===== config.mk =====
export PLATFORM = sky130hd
export DESIGN_NAME = single_button_pwm_dimmer_flat
export DESIGN_NICKNAME = d
export VERILOG_FILES = /design/src/sbpd_pkg.sv /design/src/sbpd_if.sv /design/src/sbpd_press_ctrl.sv /design/src/sbpd_pwm_gen.sv /design/src/single_button_pwm_dimmer.sv /design/src/flat_wrapper.sv
export SDC_FILE = /design/constraint.sdc
export NUM_CORES = 1
export LEC_CHECK = 0
export BUFFER_PORTS_ARGS = -buffer_cell sky130_fd_sc_hd__buf_2
export CELL_PAD_IN_SITES_DETAIL_PLACEMENT = 1
export CELL_PAD_IN_SITES_GLOBAL_PLACEMENT = 2
export CORE_ASPECT_RATIO = 1.25
export CORE_MARGIN = 2
export CORE_UTILIZATION = 38
export CTS_CLUSTER_DIAMETER = 50
export DETAILED_ROUTE_END_ITERATION = 7
export GPL_TIMING_DRIVEN = 1
export PLACE_DENSITY = 0.79
export RECOVER_POWER = 100
export SLEW_MARGIN = 20
export SYNTH_ARGS = -nofsm -noshare
export SYNTH_HDL_FRONTEND = slang
export SYNTH_SLANG_ARGS = --single-unit

===== constraint.sdc =====
create_clock -name clk -period 5 [get_ports clk]
set_input_delay 0 -clock clk [delete_from_list [all_inputs] [get_ports clk]]
set_output_delay 0 -clock clk [all_outputs]
set_load 0.02 [all_outputs]

===== src/sbpd_pkg.sv =====
// Shared types, constants and register codes of the single-button PWM dimmer.
package sbpd_pkg;

  // Configuration register indexes.
  localparam logic [2:0] CfgRampTop     = 3'd0;
  localparam logic [2:0] CfgRampBottom  = 3'd1;
  localparam logic [2:0] CfgStepDivider = 3'd2;
  localparam logic [2:0] CfgShortLimit  = 3'd3;
  localparam logic [2:0] CfgLongLimit   = 3'd4;

  // Reset values of the configuration registers.
  localparam logic [7:0] RampTopRst     = 8'd250;
  localparam logic [7:0] RampBottomRst  = 8'd5;
  localparam logic [7:0] StepDividerRst = 8'd10;
  localparam logic [7:0] ShortLimitRst  = 8'd5;
  localparam logic [7:0] LongLimitRst   = 8'd10;

  // Saturation point of the press counter.
  localparam logic [7:0] PressCountMax = 8'hFF;

  typedef logic [7:0] byte_t;

  // Press timing thresholds handed to the press controller.
  typedef struct packed {
    byte_t short_limit;
    byte_t long_limit;
  } press_cfg_t;

  // Ramp settings handed to the PWM generator.
  typedef struct packed {
    byte_t ramp_top;
    byte_t ramp_bottom;
    byte_t step_divider;
  } ramp_cfg_t;

  // Mode flags that the press controller passes to the PWM generator.
  typedef struct packed {
    logic adjust_mode;
    logic output_enabled;
  } press_stat_t;

endpackage


===== src/sbpd_if.sv =====
// Valid/ready channel interfaces for the dimmer's input and result transactions.
interface sbpd_in_if;
  logic valid;
  logic ready;
  logic pwm_tick;
  logic slow_tick;
  logic button_pressed;

  modport source (output valid, output pwm_tick, output slow_tick, output button_pressed,
                  input ready);
  modport sink (input valid, input pwm_tick, input slow_tick, input button_pressed,
                output ready);
endinterface

interface sbpd_out_if;
  logic       valid;
  logic       ready;
  logic       led;
  logic [7:0] brightness;
  logic       adjusting;
  logic       led_enabled;

  modport source (output valid, output led, output brightness, output adjusting,
                  output led_enabled, input ready);
  modport sink (input valid, input led, input brightness, input adjusting,
                input led_enabled, output ready);
endinterface


===== src/sbpd_press_ctrl.sv =====
// Button press timer: short press toggles the LED, long hold enters adjust mode.
module sbpd_press_ctrl (
  input  logic                 clk,
  input  logic                 rst_n,
  input  logic                 step_en,
  input  logic                 slow_tick,
  input  logic                 button_pressed,
  input  sbpd_pkg::press_cfg_t cfg,
  output sbpd_pkg::press_stat_t stat_nxt,
  output sbpd_pkg::press_stat_t stat
);
  import sbpd_pkg::*;

  byte_t press_count_r, press_count_nxt;
  logic  timer_on_r, timer_on_nxt;
  logic  adjust_r, adjust_nxt;
  logic  enabled_r, enabled_nxt;
  logic  button_prev_r;
  byte_t count_tick;

  // Slow tick first, then the button edges, as one combined update.
  always_comb begin
    press_count_nxt = press_count_r;
    timer_on_nxt    = timer_on_r;
    adjust_nxt      = adjust_r;
    enabled_nxt     = enabled_r;
    count_tick      = (press_count_r == PressCountMax) ? press_count_r : press_count_r + 8'd1;

    if (slow_tick && timer_on_r) begin
      press_count_nxt = count_tick;
      if (count_tick > cfg.long_limit) begin
        adjust_nxt = 1'b1;
      end
    end

    priority if (button_pressed && !button_prev_r) begin
      press_count_nxt = '0;
      timer_on_nxt    = 1'b1;
    end else if (!button_pressed && button_prev_r) begin
      priority if (press_count_nxt < cfg.short_limit) begin
        press_count_nxt = '0;
        enabled_nxt     = !enabled_r;
        timer_on_nxt    = 1'b0;
      end else if (press_count_nxt > cfg.long_limit) begin
        press_count_nxt = '0;
        adjust_nxt      = 1'b0;
        timer_on_nxt    = 1'b0;
      end else begin
        // A release between the limits leaves the timer running.
      end
    end else begin
      // No edge on the button.
    end
  end

  assign stat_nxt.adjust_mode    = adjust_nxt;
  assign stat_nxt.output_enabled = enabled_nxt;
  assign stat.adjust_mode        = adjust_r;
  assign stat.output_enabled     = enabled_r;

  // State registers advance once per accepted transaction.
  always_ff @(posedge clk) begin
    if (!rst_n) begin
      press_count_r <= '0;
      timer_on_r    <= 1'b0;
      adjust_r      <= 1'b0;
      enabled_r     <= 1'b1;
      button_prev_r <= 1'b0;
    end else if (step_en) begin
      press_count_r <= press_count_nxt;
      timer_on_r    <= timer_on_nxt;
      adjust_r      <= adjust_nxt;
      enabled_r     <= enabled_nxt;
      button_prev_r <= button_pressed;
    end
  end

`ifndef SYNTHESIS
  // The enable flips only on a transaction that carries a release edge.
  a_enable_on_release: assert property (@(posedge clk) disable iff (!rst_n)
    !(step_en && button_prev_r && !button_pressed) |=> $stable(enabled_r))
    else $error("LED enable changed without a button release");

  // Adjust mode can only be entered on a slow tick with the timer running.
  a_adjust_entry: assert property (@(posedge clk) disable iff (!rst_n)
    (!adjust_r && !(step_en && slow_tick && timer_on_r)) |=> !adjust_r)
    else $error("adjust mode entered without a timed slow tick");

  // A press edge always restarts the timer from zero.
  a_press_restart: assert property (@(posedge clk) disable iff (!rst_n)
    (step_en && button_pressed && !button_prev_r) |=> (timer_on_r && press_count_r == '0))
    else $error("press edge did not restart the timer");
`endif
endmodule


===== src/sbpd_pwm_gen.sv =====
// PWM phase counter, LED pin level and brightness ramp of the dimmer.
module sbpd_pwm_gen (
  input  logic                  clk,
  input  logic                  rst_n,
  input  logic                  step_en,
  input  logic                  pwm_tick,
  input  sbpd_pkg::press_stat_t mode,
  input  sbpd_pkg::ramp_cfg_t   cfg,
  output logic                  led_nxt,
  output sbpd_pkg::byte_t       width_nxt
);
  import sbpd_pkg::*;

  logic [8:0] phase_cnt_r, phase_cnt_nxt, phase_inc;
  logic       high_phase_r, high_phase_nxt;
  byte_t      width_r;
  logic       rising_r, rising_nxt;
  byte_t      step_cnt_r, step_cnt_nxt;
  logic       led_r;
  byte_t      width_step;

  // Phase end handling: pin level, reload value and one possible ramp step.
  always_comb begin
    phase_inc      = phase_cnt_r + 9'd1;
    phase_cnt_nxt  = phase_cnt_r;
    high_phase_nxt = high_phase_r;
    led_nxt        = led_r;
    width_nxt      = width_r;
    rising_nxt     = rising_r;
    step_cnt_nxt   = step_cnt_r;
    width_step     = rising_r ? width_r + 8'd1 : width_r - 8'd1;

    if (pwm_tick) begin
      phase_cnt_nxt = phase_inc;
      if (phase_inc[8]) begin
        phase_cnt_nxt = '0;
        if (mode.output_enabled) begin
          if (!high_phase_r) begin
            high_phase_nxt = 1'b1;
            led_nxt        = 1'b1;
            phase_cnt_nxt  = {1'b0, ~width_r};
          end else begin
            high_phase_nxt = 1'b0;
            led_nxt        = 1'b0;
            phase_cnt_nxt  = {1'b0, width_r};
          end
        end else begin
          led_nxt = 1'b0;
        end

        if (mode.adjust_mode) begin
          if (step_cnt_r == cfg.step_divider) begin
            width_nxt = width_step;
            if (width_step == cfg.ramp_top) begin
              rising_nxt = 1'b0;
            end
            if (width_step == cfg.ramp_bottom) begin
              rising_nxt = 1'b1;
            end
            step_cnt_nxt = 8'd1;
          end else begin
            step_cnt_nxt = step_cnt_r + 8'd1;
          end
        end
      end
    end
  end

  // State registers advance once per accepted transaction.
  always_ff @(posedge clk) begin
    if (!rst_n) begin
      phase_cnt_r  <= '0;
      high_phase_r <= 1'b0;
      width_r      <= '0;
      rising_r     <= 1'b1;
      step_cnt_r   <= '0;
      led_r        <= 1'b0;
    end else if (step_en) begin
      phase_cnt_r  <= phase_cnt_nxt;
      high_phase_r <= high_phase_nxt;
      width_r      <= width_nxt;
      rising_r     <= rising_nxt;
      step_cnt_r   <= step_cnt_nxt;
      led_r        <= led_nxt;
    end
  end

`ifndef SYNTHESIS
  // Between phase ends the counter always stays below the wrap point.
  a_phase_range: assert property (@(posedge clk) disable iff (!rst_n)
    !phase_cnt_r[8])
    else $error("phase counter reached the wrap point");

  // Brightness changes only at a phase end in adjust mode, by one step.
  a_width_step: assert property (@(posedge clk) disable iff (!rst_n)
    !(step_en && pwm_tick && phase_inc[8] && mode.adjust_mode) |=> $stable(width_r))
    else $error("brightness changed outside an adjust-mode phase end");

  // The pin only goes high while the LED is enabled.
  a_led_enabled: assert property (@(posedge clk) disable iff (!rst_n)
    (step_en && led_nxt && !led_r) |-> mode.output_enabled)
    else $error("LED pin rose while output disabled");
`endif
endmodule


===== src/single_button_pwm_dimmer.sv =====
// Top level of the single-button PWM dimmer: configuration, handshake and result register.
//
// Usage: each input transaction on in_ch carries one base tick period (pwm_tick, slow_tick
// and the debounced button level). Every accepted input transaction produces exactly one
// result transaction on out_ch with the LED pin level, the brightness, the adjust flag and
// the LED enable, all showing the state after that input.
// The result is registered: it is valid in the cycle after acceptance. One transaction
// per clock is sustained while out_ch.ready stays high; the state update is a single pass of
// counters and compares between the state registers and the result register.
// in_ch.ready stays high while the result register is empty or is being emptied in the
// same cycle; when the receiver stalls with a result pending, input is held off and no
// state changes. Synchronous reset (rst_n low) returns the configuration to its defaults,
// the LED to enabled, brightness to zero and empties the result register.
// Configuration is written through cfg_we/cfg_index/cfg_data; the user must do so only while the
// block is idle, as the block itself does not enforce it. Unknown indexes are ignored.
module single_button_pwm_dimmer (
  input  logic              clk,
  input  logic              rst_n,
  sbpd_in_if.sink           in_ch,
  sbpd_out_if.source        out_ch,
  input  logic              cfg_we,
  input  logic [2:0]        cfg_index,
  input  sbpd_pkg::byte_t   cfg_data
);
  import sbpd_pkg::*;

  byte_t       ramp_top_r, ramp_bottom_r, step_div_r, short_lim_r, long_lim_r;
  press_cfg_t  press_cfg;
  ramp_cfg_t   ramp_cfg;
  press_stat_t stat_nxt, stat;
  logic        accept;
  logic        led_nxt;
  byte_t       width_nxt;
  logic        out_valid_r;
  logic        out_led_r;
  byte_t       out_bright_r;
  logic        out_adjust_r;
  logic        out_enabled_r;

  // Configuration registers.
  always_ff @(posedge clk) begin
    if (!rst_n) begin
      ramp_top_r    <= RampTopRst;
      ramp_bottom_r <= RampBottomRst;
      step_div_r    <= StepDividerRst;
      short_lim_r   <= ShortLimitRst;
      long_lim_r    <= LongLimitRst;
    end else if (cfg_we) begin
      unique case (cfg_index)
        CfgRampTop:     ramp_top_r    <= cfg_data;
        CfgRampBottom:  ramp_bottom_r <= cfg_data;
        CfgStepDivider: step_div_r    <= cfg_data;
        CfgShortLimit:  short_lim_r   <= cfg_data;
        CfgLongLimit:   long_lim_r    <= cfg_data;
        default: ;
      endcase
    end
  end

  assign press_cfg.short_limit  = short_lim_r;
  assign press_cfg.long_limit   = long_lim_r;
  assign ramp_cfg.ramp_top      = ramp_top_r;
  assign ramp_cfg.ramp_bottom   = ramp_bottom_r;
  assign ramp_cfg.step_divider  = step_div_r;

  // Input is taken whenever the result register is free or being drained.
  assign in_ch.ready = !out_valid_r || out_ch.ready;
  assign accept      = in_ch.valid && in_ch.ready;

  sbpd_press_ctrl u_press (
    .clk            (clk),
    .rst_n          (rst_n),
    .step_en        (accept),
    .slow_tick      (in_ch.slow_tick),
    .button_pressed (in_ch.button_pressed),
    .cfg            (press_cfg),
    .stat_nxt       (stat_nxt),
    .stat           (stat)
  );

  sbpd_pwm_gen u_pwm (
    .clk       (clk),
    .rst_n     (rst_n),
    .step_en   (accept),
    .pwm_tick  (in_ch.pwm_tick),
    .mode      (stat_nxt),
    .cfg       (ramp_cfg),
    .led_nxt   (led_nxt),
    .width_nxt (width_nxt)
  );

  // Result register valid flag.
  always_ff @(posedge clk) begin
    if (!rst_n) begin
      out_valid_r <= 1'b0;
    end else if (accept) begin
      out_valid_r <= 1'b1;
    end else if (out_ch.ready) begin
      out_valid_r <= 1'b0;
    end
  end

  // Result payload, loaded with the post-transaction state.
  always_ff @(posedge clk) begin
    if (accept) begin
      out_led_r     <= led_nxt;
      out_bright_r  <= width_nxt;
      out_adjust_r  <= stat_nxt.adjust_mode;
      out_enabled_r <= stat_nxt.output_enabled;
    end
  end

  assign out_ch.valid       = out_valid_r;
  assign out_ch.led         = out_led_r;
  assign out_ch.brightness  = out_bright_r;
  assign out_ch.adjusting   = out_adjust_r;
  assign out_ch.led_enabled = out_enabled_r;

`ifndef SYNTHESIS
  // A pending result that is not taken holds off new input.
  a_stall_blocks: assert property (@(posedge clk) disable iff (!rst_n)
    (out_valid_r && !out_ch.ready) |-> !in_ch.ready)
    else $error("input accepted while a result was stalled");

  // Every accepted transaction yields a result in the next cycle.
  a_result_follows: assert property (@(posedge clk) disable iff (!rst_n)
    accept |=> out_valid_r)
    else $error("accepted transaction produced no result");

  // Mode flags shown in the result track the press controller's state.
  a_flags_match: assert property (@(posedge clk) disable iff (!rst_n)
    accept |=> (out_adjust_r == stat.adjust_mode && out_enabled_r == stat.output_enabled))
    else $error("result flags differ from controller state");
`endif
endmodule

===== src/flat_wrapper.sv =====
// flat-port wrapper written by rule: the top's interface ports become plain ports
module single_button_pwm_dimmer_flat import sbpd_pkg::*;
  (clk, rst_n, cfg_we, cfg_index, cfg_data, in_ch_valid, in_ch_pwm_tick, in_ch_slow_tick, in_ch_button_pressed, in_ch_ready, out_ch_valid, out_ch_led, out_ch_brightness, out_ch_adjusting, out_ch_led_enabled, out_ch_ready);
  sbpd_in_if in_ch_i ();
  sbpd_out_if out_ch_i ();
  input  logic clk;
  input  logic rst_n;
  input  logic cfg_we;
  input  logic [2:0] cfg_index;
  input  sbpd_pkg::byte_t cfg_data;
  input wire logic [$bits(in_ch_i.valid)-1:0] in_ch_valid;
  input wire logic [$bits(in_ch_i.pwm_tick)-1:0] in_ch_pwm_tick;
  input wire logic [$bits(in_ch_i.slow_tick)-1:0] in_ch_slow_tick;
  input wire logic [$bits(in_ch_i.button_pressed)-1:0] in_ch_button_pressed;
  output wire logic [$bits(in_ch_i.ready)-1:0] in_ch_ready;
  output wire logic [$bits(out_ch_i.valid)-1:0] out_ch_valid;
  output wire logic [$bits(out_ch_i.led)-1:0] out_ch_led;
  output wire logic [$bits(out_ch_i.brightness)-1:0] out_ch_brightness;
  output wire logic [$bits(out_ch_i.adjusting)-1:0] out_ch_adjusting;
  output wire logic [$bits(out_ch_i.led_enabled)-1:0] out_ch_led_enabled;
  input wire logic [$bits(out_ch_i.ready)-1:0] out_ch_ready;
  assign in_ch_i.valid = in_ch_valid;
  assign in_ch_i.pwm_tick = in_ch_pwm_tick;
  assign in_ch_i.slow_tick = in_ch_slow_tick;
  assign in_ch_i.button_pressed = in_ch_button_pressed;
  assign in_ch_ready = in_ch_i.ready;
  assign out_ch_valid = out_ch_i.valid;
  assign out_ch_led = out_ch_i.led;
  assign out_ch_brightness = out_ch_i.brightness;
  assign out_ch_adjusting = out_ch_i.adjusting;
  assign out_ch_led_enabled = out_ch_i.led_enabled;
  assign out_ch_i.ready = out_ch_ready;
  single_button_pwm_dimmer u_core (.clk(clk), .rst_n(rst_n), .in_ch(in_ch_i), .out_ch(out_ch_i), .cfg_we(cfg_we), .cfg_index(cfg_index), .cfg_data(cfg_data));
endmodule

==> summary.md, run 1 <==
| Metric | Value |
|---|---|
| Status | `complete, but fails checks` |
| Violated checks | `max-capacitance violations, max-slew violations` |
| TNS Setup | `0 ns` |
| Met2 WL | `6.88 mm` |
| Hold Path Origin | `in_ch_pwm_tick` |
| Met1 wire length | `6.73 mm` |
| Crit path kind | `flop to flop` |
| ANT cells | `0` |
| # IOs | `32` |
| Max-cap viol count | `1` |
| Crit. End Element | `flop` |
| Die area | `15100 um2` |
| Drt pass-1 iters | `4` |
| Post-DP HPWL | `10.9 mm` |
| Initial core utilization | `39.0%` |
| Synth async-reset ratio | `0%` |
| Worst-path fanout max | `9` |
| Share of post-route cells with drive strength above 1 | `8.16%` |
| Clock skew | `0.00839 ns` |
| Clock root cell | `clkbuf_16` |
| Unrepaired setup endpoints after global routing | `no` |
| Drt drc | `0` |
| Row Count | `48` |
| Worst Hold Class | `primary input to flop` |
| CP startpoint kind | `flop` |
| R2R cell count | `13` |
| Top FF cell, synth | `dfxtp_1` |
| Top cell type's share of synthesized area | `29.7%` |
| Fmax | `225 MHz` |
| Most frequent cells in the layout | `110 x nand2_1, 80 x dfxtp_1, 60 x a21oi_1` |
| Reg2reg end | `u_core.u_pwm.width_r[6]$_SDFFE_PN0P_` |
| Placer Congestion | `0.779` |
| Worst rel slew slack | `-61.3%` |
| WL met3 | `288 um` |
| Clock sink total | `91` |
| CTS H-tree depth | `3` |
| Synth top area cells | `dfxtp_1 30%, ha_1 7.9%, nand2_1 7.7%` |
| Netlist cell types | `63` |
| Clock transition at path regs | `0.07 ns` |
| Cts bufs inserted | `9` |
| Seq/Total Area, Yosys | `35.9%` |
| Iter 0 DRT Violations | `189` |
| Uppermost layer routed | `met4` |
| Hold slack | `0.120 ns` |
| Synth Warn # | `0` |
| Area leader, netlist | `dfxtp_1` |
| Post-synth EDFFs | `11` |
| Power Dens Cells | `261 nW/um2` |
| Synth Cell Area | `5390 um2` |
| Post-route ant nets | `0` |
| Worst slew pin tran | `2.42 ns` |
| IO Port Bufs | `31` |
| Hold depth | `4` |
| Synth-to-Final Area Change | `11.9%` |
| Crit path time final | `4.45 ns` |
| Worst r2r src | `u_core.u_press.press_count_r[0]$_SDFFE_PN0P_` |
| Post-CTS setup buffers | `0` |
| Crit path arrival time | `4.59 ns` |
| Hold Crit Endpoint | `u_core.u_pwm.phase_cnt_r[5]$_SDFFE_PN0P_` |
| Synth Instances | `627` |
| CTS Buffer Depth | `2` |
| Fin crit share | `88.9%` |
| VDD IR-drop max | `0.000153 V` |
| Fin nets | `711` |
| Core area | `13800 um2` |
| Vias in the first global route | `4589` |
| Commonest non-fill, non-tap cell in the layout | `nand2_1` |
| Pin count of the biggest net entering global routing | `48` |
| First-pass GRT wire length | `23.5 mm` |
| Die W | `110 um` |
| Worst skew pair latency | `0.36 ns` |
| Die H | `137 um` |
| Final WL | `14.3 mm` |
| Syn Nets | `681` |
| Initial antenna violation count | `0` |
| # setup viols final | `0` |
| Via density per instance | `5.43` |
| Slew Limit Fails | `48` |
| Via count | `4548` |
| Placed cell areas | `5670 um2` |
| Leakage | `0.00240 uW` |
| Final instance area | `6030 um2` |
| Synth Register Bits | `91` |
| Synthesized area per cell | `8.59 um2` |
| R2R Setup Slk | `0.55 ns` |
| Data required time of the worst path | `5.15 ns` |
| Gr usage total | `19.4%` |
| Post-DR wirelength/cell | `17.1 um` |
| Finished Core Util | `43.7%` |
| CTS tree | `done` |
| Layout filler cell count | `1689` |
| GRT overflow | `0` |
| Hold Vio Cnt, Final | `0` |
-- cell families after synthesis --
group | Yosys count | synth area share (%)
fa+ha+maj | 35 | 8.27
simple gates | 231 | 20.7
mux | 22 | 4.37
buf+inv | 53 | 3.83
xor+xnor | 52 | 9.31
flops | 91 | 35.9
compound gates | 143 | 17.7
-- per-stage QoR --
step | worst slack [ns] | cells | power (uW)
finish | 0.553 | 837 | 1580
global route | 0.257 | 837 | 1630
CTS | 0.700 | 837 | 1600
detailed placement | 0.723 | 810 | 889
global placement | 0.905 | 810 | 886
floorplan | 1.15 | 627 | 845
-- critical path, cell delays in order (launching register included) --
cell	delay (ns)
dfxtp_1	0.54
ha_1	0.28
nand3_1	0.22
nor2_1	0.29
mux2_1	0.38
mux2_1	0.34
ha_1	0.30
o21ai_0	0.16
a211o_1	0.18
a21o_1	0.11
o211ai_1	0.28
a2111oi_4	0.84
mux2i_1	0.26
nor2_1	0.06
-- per-layer routing --
metal	track usage (%)	up-vias
li1	-	2281
met3	2.52	19
met1	24.1	2194
met5	0	-
met4	9.31	0
met2	33.6	54
-- state kept, by name, summed over array words and instances, names as in the netlist --
register and count:
u_core.u_press.adjust_r 1, u_core.u_pwm.led_r 1, u_core.short_lim_r 8, u_core.u_press.button_prev_r 1, u_core.out_ch.adjusting 1, u_core.u_pwm.phase_cnt_r 8
u_core.ramp_bottom_r 8, u_core.u_pwm.rising_r 1, u_core.step_div_r 8, u_core.u_press.enabled_r 1, u_core.out_ch.led_enabled 1, u_core.u_pwm.width_r 8
u_core.u_press.press_count_r 8, u_core.u_press.timer_on_r 1, u_core.ramp_top_r 8, u_core.out_ch.led 1, u_core.u_pwm.high_phase_r 1, u_core.out_ch.valid 1
u_core.long_lim_r 8, u_core.out_ch.brightness 8, u_core.u_pwm.step_cnt_r 8
-- what timing repair did --
action	CTS	global route
hold buffers	11	0
resized for setup	0	0
setup endpoints to repair	0	0
endpoints found under the hold margin	41	0
-- cell usage after synthesis (all sizes together), types with 12 or more instances --
cell type / instances
xor2: 24
nand2: 110
clkbuf: 19
mux2: 12
nand3: 28
ha: 34
xnor2: 26
o21ai: 23
inv: 28
a21oi: 60
nor2: 27
dfxtp: 80
-- layout make-up --
cell class	instances	area, um2	share of cell area (%)
multi-input cells	483	3220	53.4
flip-flops and latches	91	1930	32.0
repair buffers	44	253	4.19
clock buffers	9	225	3.74
well taps	175	219	3.63
inverters	28	105	1.74
clock inverters	7	75.1	1.25
-- worst max-delay path by stage --
stage / start / endpoint / slack, ns / cells past startpoint
floorplan: u_core.u_press.press_count_r[0]$_SDFFE_PN0P_ / u_core.out_ch.brightness[2]$_DFFE_PP_ / 1.15 / 13
global placement: u_core.u_press.press_count_r[0]$_SDFFE_PN0P_ / u_core.u_pwm.step_cnt_r[3]$_SDFFE_PN0P_ / 0.90 / 13
detailed placement: u_core.u_press.press_count_r[0]$_SDFFE_PN0P_ / u_core.out_ch.brightness[2]$_DFFE_PP_ / 0.72 / 12
CTS: u_core.u_press.press_count_r[0]$_SDFFE_PN0P_ / u_core.u_pwm.step_cnt_r[4]$_SDFFE_PN0P_ / 0.70 / 13
global route: u_core.u_press.press_count_r[0]$_SDFFE_PN0P_ / u_core.u_pwm.step_cnt_r[6]$_SDFFE_PN0P_ / 0.26 / 13
finish: u_core.u_press.press_count_r[0]$_SDFFE_PN0P_ / u_core.u_pwm.width_r[6]$_SDFFE_PN0P_ / 0.55 / 13
-- report_power, final --
part	switching (uW)	internal, uW
Clock	310	391
Combinational	69.9	37.9
Sequential	11.8	755
Total	391	1180
Power figures use the tool's default switching activity.
==> run 2: changes to the inputs <==
--- a/config.mk
+++ b/config.mk
@@ -14,7 +14,7 @@
 export CTS_CLUSTER_DIAMETER = 50
 export DETAILED_ROUTE_END_ITERATION = 7
 export GPL_TIMING_DRIVEN = 1
-export PLACE_DENSITY = 0.79
+export PLACE_DENSITY = 0.82
 export RECOVER_POWER = 100
 export SLEW_MARGIN = 20
 export SYNTH_ARGS = -nofsm -noshare
==> run 2 against run 1 <==
Compared with the run above:
- the flow still finishes with violations (max-capacitance violations, max-slew violations)
- core utilization about the same
- highest routed layer unchanged
- count of clock-buffer cells in the layout up 4
- wire length grew 0.98%
==> summary.md, run 2 (same netlist as run 1, synthesis figures left out) <==
| Metric | Value |
|---|---|
| Status | `complete, but fails checks` |
| Violated checks | `max-capacitance violations, max-slew violations` |
| Fin nets | `711` |
| # IOs | `32` |
| Fmax | `228 MHz` |
| Layout filler cell count | `1660` |
| Commonest non-fill, non-tap cell in the layout | `nand2_1` |
| Row Count | `48` |
| Post-route ant nets | `0` |
| Via count | `4583` |
| Die H | `137 um` |
| Worst skew pair latency | `0.35 ns` |
| Finished Core Util | `43.7%` |
| Via density per instance | `5.48` |
| Final WL | `14.4 mm` |
| CTS tree | `done` |
| Max-cap viol count | `1` |
| Crit path kind | `flop to flop` |
| TNS Setup | `0 ns` |
| Post-DR wirelength/cell | `17.2 um` |
| Fin crit share | `87.8%` |
| Data required time of the worst path | `5.22 ns` |
| Most frequent cells in the layout | `110 x nand2_1, 80 x dfxtp_1, 60 x a21oi_1` |
| Slowest CP cell | `a2111oi_4` |
| # setup viols final | `0` |
| Drt pass-1 iters | `4` |
| VDD IR-drop max | `0.000139 V` |
| Pin count of the biggest net entering global routing | `44` |
| Area of the multi-input gates | `3220 um2` |
| Hold depth | `4` |
| CTS H-tree depth | `3` |
| Die W | `110 um` |
| Cts bufs inserted | `9` |
| Clock root cell | `clkbuf_16` |
| Sw Share | `23.6%` |
| Gr usage total | `19.7%` |
| Sequential power share | `49.2%` |
| Worst path max stage delay | `0.84 ns` |
| Clock transition at path regs | `0.06 ns` |
| First-pass GRT wire length | `23.8 mm` |
| Storage cell area | `1930 um2` |
| Clock sink total | `91` |
| Hold Vio Cnt, Final | `0` |
| Slew Limit Fails | `44` |
| Placer Congestion | `0.821` |
| IO Port Bufs | `31` |
| Initial core utilization | `39.0%` |
| Synth-to-Final Area Change | `12.0%` |
| Leakage | `0.00240 uW` |
| GRT overflow | `0` |
| Core area | `13800 um2` |
| Worst slew pin tran | `2.18 ns` |
| CP startpoint kind | `flop` |
| Clock skew | `0.00556 ns` |
| Worst-path fanout max | `9` |
| Drt drc | `0` |
| Worst Hold Class | `primary input to flop` |
| Crit path arrival time | `4.61 ns` |
| Hold slack | `0.114 ns` |
| R2R cell count | `13` |
| Clock network power share | `43.8%` |
| Iter 0 DRT Violations | `152` |
| Worst rel slew slack | `-45.5%` |
| ANT cells | `0` |
| Initial antenna violation count | `0` |
| Share of post-route cells with drive strength above 1 | `8.16%` |
| Unrepaired setup endpoints after global routing | `no` |
| Comb pwr share | `7.0%` |
| P_sw | `368 uW` |
| Die area | `15100 um2` |
| Cells along the critical path | `ha_1 -> nand3_1 -> nor2_1 -> mux2_2 -> mux2_2 -> ha_1 -> o21ai_0 -> a211o_1 -> a21o_1 -> o211ai_1 -> a2111oi_4 -> nand2b_1 -> a21oi_1` |
| Power Dens Cells | `258 nW/um2` |
| P_int | `1190 uW` |
| Crit. End Element | `flop` |
| Vias in the first global route | `4733` |
| Crit path time final | `4.39 ns` |
| Post-DP HPWL | `11.1 mm` |
| Post-CTS setup buffers | `0` |
| CTS Buffer Depth | `2` |
[run 2: worst paths after layout]
path,start,slack (ns),end
max,u_core.u_press.press_count_r[0]$_SDFFE_PN0P_,0.61,u_core.u_pwm.step_cnt_r[3]$_SDFFE_PN0P_
min,cfg_index[0],0.11,u_core.step_div_r[5]$_SDFFE_PN0P_
max reg2reg,u_core.u_press.press_count_r[0]$_SDFFE_PN0P_,0.61,u_core.u_pwm.step_cnt_r[3]$_SDFFE_PN0P_
min reg2reg,u_core.long_lim_r[4]$_SDFFE_PN0P_,0.45,u_core.long_lim_r[4]$_SDFFE_PN0P_
[run 2: per-layer routing]
| layer | share of wire (%) | vias to the layer above | GRT usage [%] |
|---|---|---|---|
| li1 | - | 2281 | - |
| met1 | 45 | 2221 | 22.6 |
| met2 | 50 | 61 | 36.2 |
| met3 | 2.0 | 20 | 2.26 |
| met4 | 3.0 | 0 | 9.79 |
| met5 | 0 | - | 0 |
[run 2: stage by stage]
stage	instance area (um2)	instances	setup slack, ns	power, uW
after floorplan	5390	627	1.15	845
after global placement	5670	810	0.896	886
after detailed placement	5670	810	0.721	890
after CTS	6090	837	0.723	1580
after global routing	6030	837	0.266	1610
final	6030	837	0.609	1560
[run 2: layout make-up]
type | instances | share of cell area (%)
clock inverter | 3 | 0.311
timing repair buffer | 44 | 4.19
inverter | 28 | 1.74
sequential | 91 | 32.0
clock buffer | 13 | 4.69
tap | 175 | 3.63
multi-input combinational | 483 | 53.4
[run 2: timing repair]
action | 4_1_cts | 5_1_grt
hold endpoints to repair | 38 | 0
gates resized for setup | 0 | 0
hold buffers | 11 | 0
[run 2: critical path, delay by kind of cell, from the launching register on]
family,cells,cell delay (ns)
AOI/OAI and AO/OA,6,1.67
adders and majority gates,2,0.57
DFF,1,0.52
muxes,2,0.68
and+or+nand+nor,3,0.81
[run 2: power by group through the flow]
stage / sequential, uW / combinational, uW / clock, uW
finish: 767 / 109 / 682
global route: 769 / 122 / 722
CTS: 767 / 113 / 702
detailed placement: 784 / 106 / 0
global placement: 783 / 103 / 0
floorplan: 786 / 59.0 / 0
==> run 3: changes to the inputs <==
--- a/config.mk
+++ b/config.mk
@@ -14,7 +14,7 @@
 export CTS_CLUSTER_DIAMETER = 50
 export DETAILED_ROUTE_END_ITERATION = 7
 export GPL_TIMING_DRIVEN = 1
-export PLACE_DENSITY = 0.82
+export PLACE_DENSITY_LB_ADDON = 0.1
 export RECOVER_POWER = 100
 export SLEW_MARGIN = 20
 export SYNTH_ARGS = -nofsm -noshare
==> run 3 against run 2 <==
Compared with the run above:
- the flow still finishes with violations (max-capacitance violations, max-slew violations)
- worst hold slack about the same
- power increased by 0.84%
- sequential share of layout area about the same
- worst setup slack improved by 0.014 ns
- clock power increased by 2%
- sequential power about the same
- maximum frequency increased by 0.31%
- clock skew increased by 0.0024 ns
- die area unchanged
- critical path type unchanged
==> summary.md, run 3 (same netlist as run 1, synthesis figures left out) <==
| Metric | Value |
|---|---|
| Status | `complete, but fails checks` |
| Violated checks | `max-capacitance violations, max-slew violations` |
| GRT overflow | `0` |
| Sequential power share | `48.8%` |
| Worst rel slew slack | `-12.4%` |
| Post-DR wirelength/cell | `17.2 um` |
| Leakage | `0.00240 uW` |
| Row Count | `48` |
| VDD IR-drop max | `0.000140 V` |
| Clock network power share | `44.3%` |
| Power Dens Cells | `260 nW/um2` |
| CTS tree | `done` |
| Post-route ant nets | `0` |
| Worst skew pair latency | `0.35 ns` |
| Most frequent cells in the layout | `110 x nand2_1, 80 x dfxtp_1, 60 x a21oi_1` |
| Pin count of the biggest net entering global routing | `35` |
| Hold Vio Cnt, Final | `0` |
| Synth-to-Final Area Change | `12.1%` |
| Vias in the first global route | `4547` |
| First-pass GRT wire length | `23.6 mm` |
| Crit path arrival time | `4.48 ns` |
| # IOs | `32` |
| P_int | `1180 uW` |
| Post-DP HPWL | `11.0 mm` |
| Slew Limit Fails | `35` |
| Clock root cell | `clkbuf_16` |
| Commonest non-fill, non-tap cell in the layout | `nand2_1` |
| Clock transition at path regs | `0.07 ns` |
| CTS Buffer Depth | `2` |
| # setup viols final | `0` |
| Initial antenna violation count | `0` |
| Iter 0 DRT Violations | `171` |
| Die W | `110 um` |
| Post-CTS Resized | `0` |
| Comb pwr share | `6.9%` |
| Crit path time final | `4.38 ns` |
| Die H | `137 um` |
| Gr usage total | `19.7%` |
| Clock sink total | `91` |
| Cts bufs inserted | `9` |
| Worst slew pin tran | `1.69 ns` |
| Share of post-route cells with drive strength above 1 | `8.01%` |
| Worst Hold Class | `primary input to flop` |
| Fmax | `228 MHz` |
| CP startpoint kind | `flop` |
| Hold slack | `0.114 ns` |
| Drt drc | `0` |
| Die area | `15100 um2` |
| Worst-path fanout max | `7` |
| TNS Setup | `0 ns` |
| P_sw | `391 uW` |
| Final WL | `14.4 mm` |
| Crit path kind | `flop to flop` |
| R2R Setup Slk | `0.62 ns` |
| Via count | `4557` |
| Unrepaired setup endpoints after global routing | `no` |
| Max-cap viol count | `1` |
| Core area | `13800 um2` |
| IO Port Bufs | `31` |
| Crit. End Element | `flop` |
| Fin crit share | `87.5%` |
| Post-CTS setup buffers | `0` |
| ANT cells | `0` |
| Initial core utilization | `39.0%` |
| CTS H-tree depth | `3` |
| Via density per instance | `5.44` |
| Placer Congestion | `0.835` |
| Sw Share | `24.9%` |
| Fin nets | `711` |
| Data required time of the worst path | `5.11 ns` |
| Clock skew | `0.00793 ns` |
| Drt pass-1 iters | `4` |
-- run 3: power by group through the flow --
| stage | Combinational (uW) | Clock, uW | Sequential (uW) |
|---|---|---|---|
| 2_1_floorplan | 59.0 | 0 | 786 |
| 3_3_place_gp | 103 | 0 | 783 |
| 3_5_place_dp | 105 | 0 | 784 |
| 4_1_cts | 112 | 710 | 767 |
| 5_1_grt | 122 | 741 | 769 |
| 6_report | 108 | 697 | 767 |
-- run 3: worst max-delay path, cell delays in order (launching register included) --
cell	delay [ns]
dfxtp_1	0.54
ha_1	0.27
nand3_1	0.21
nor2_1	0.30
mux2_1	0.39
mux2_1	0.35
ha_1	0.32
nor2b_1	0.13
o21ai_0	0.14
nand3_1	0.12
and4_1	0.30
a2111oi_4	0.66
mux2_2	0.41
-- run 3: stage by stage --
stage	std cells	utilization [%]	total power (uW)	setup WS [ns]	area [um2]
2_1_floorplan	627	-	845	1.15	5390
3_3_place_gp	810	41.1	886	0.907	5670
3_5_place_dp	810	41.1	889	0.792	5670
4_1_cts	837	44.0	1590	0.747	6080
5_1_grt	837	43.7	1630	0.296	6040
6_report	837	43.7	1570	0.623	6040
-- run 3: final timing paths --
| path | startpoint | endpoint | depth (start not counted) |
|---|---|---|---|
| max reg2reg | u_core.u_press.press_count_r[0]$_SDFFE_PN0P_ | u_core.out_ch.brightness[3]$_DFFE_PP_ | 12 |
| min reg2reg | u_core.long_lim_r[5]$_SDFFE_PN0P_ | u_core.long_lim_r[5]$_SDFFE_PN0P_ | 2 |
| min | in_ch_pwm_tick | u_core.u_pwm.phase_cnt_r[5]$_SDFFE_PN0P_ | 4 |
| max | u_core.u_press.press_count_r[0]$_SDFFE_PN0P_ | u_core.out_ch.brightness[3]$_DFFE_PP_ | 12 |
-- run 3: cell type report --
class,instances,area [um2]
Clock inverter,6,63.8
Multi-Input combinational cell,483,3230
Sequential cell,91,1930
Inverter,28,105
Fill cell,1643,7780
Timing Repair Buffer,44,253
Tap cell,175,219
Clock buffer,10,229
-- run 3: timing repair --
action                     in CTS  in global routing
hold buffers                   11                  0
setup endpoints to repair       0                  0
hold endpoints to repair       41                  0
-- run 3: metal layers --
layer | global-route usage, % | vias to the layer above | part of all wire, %
li1 | - | 2290 | -
met1 | 24.5 | 2199 | 47
met2 | 35.2 | 59 | 49
met3 | 2.70 | 9 | 2.3
met4 | 6.46 | 0 | 1.3
met5 | 0 | - | 0
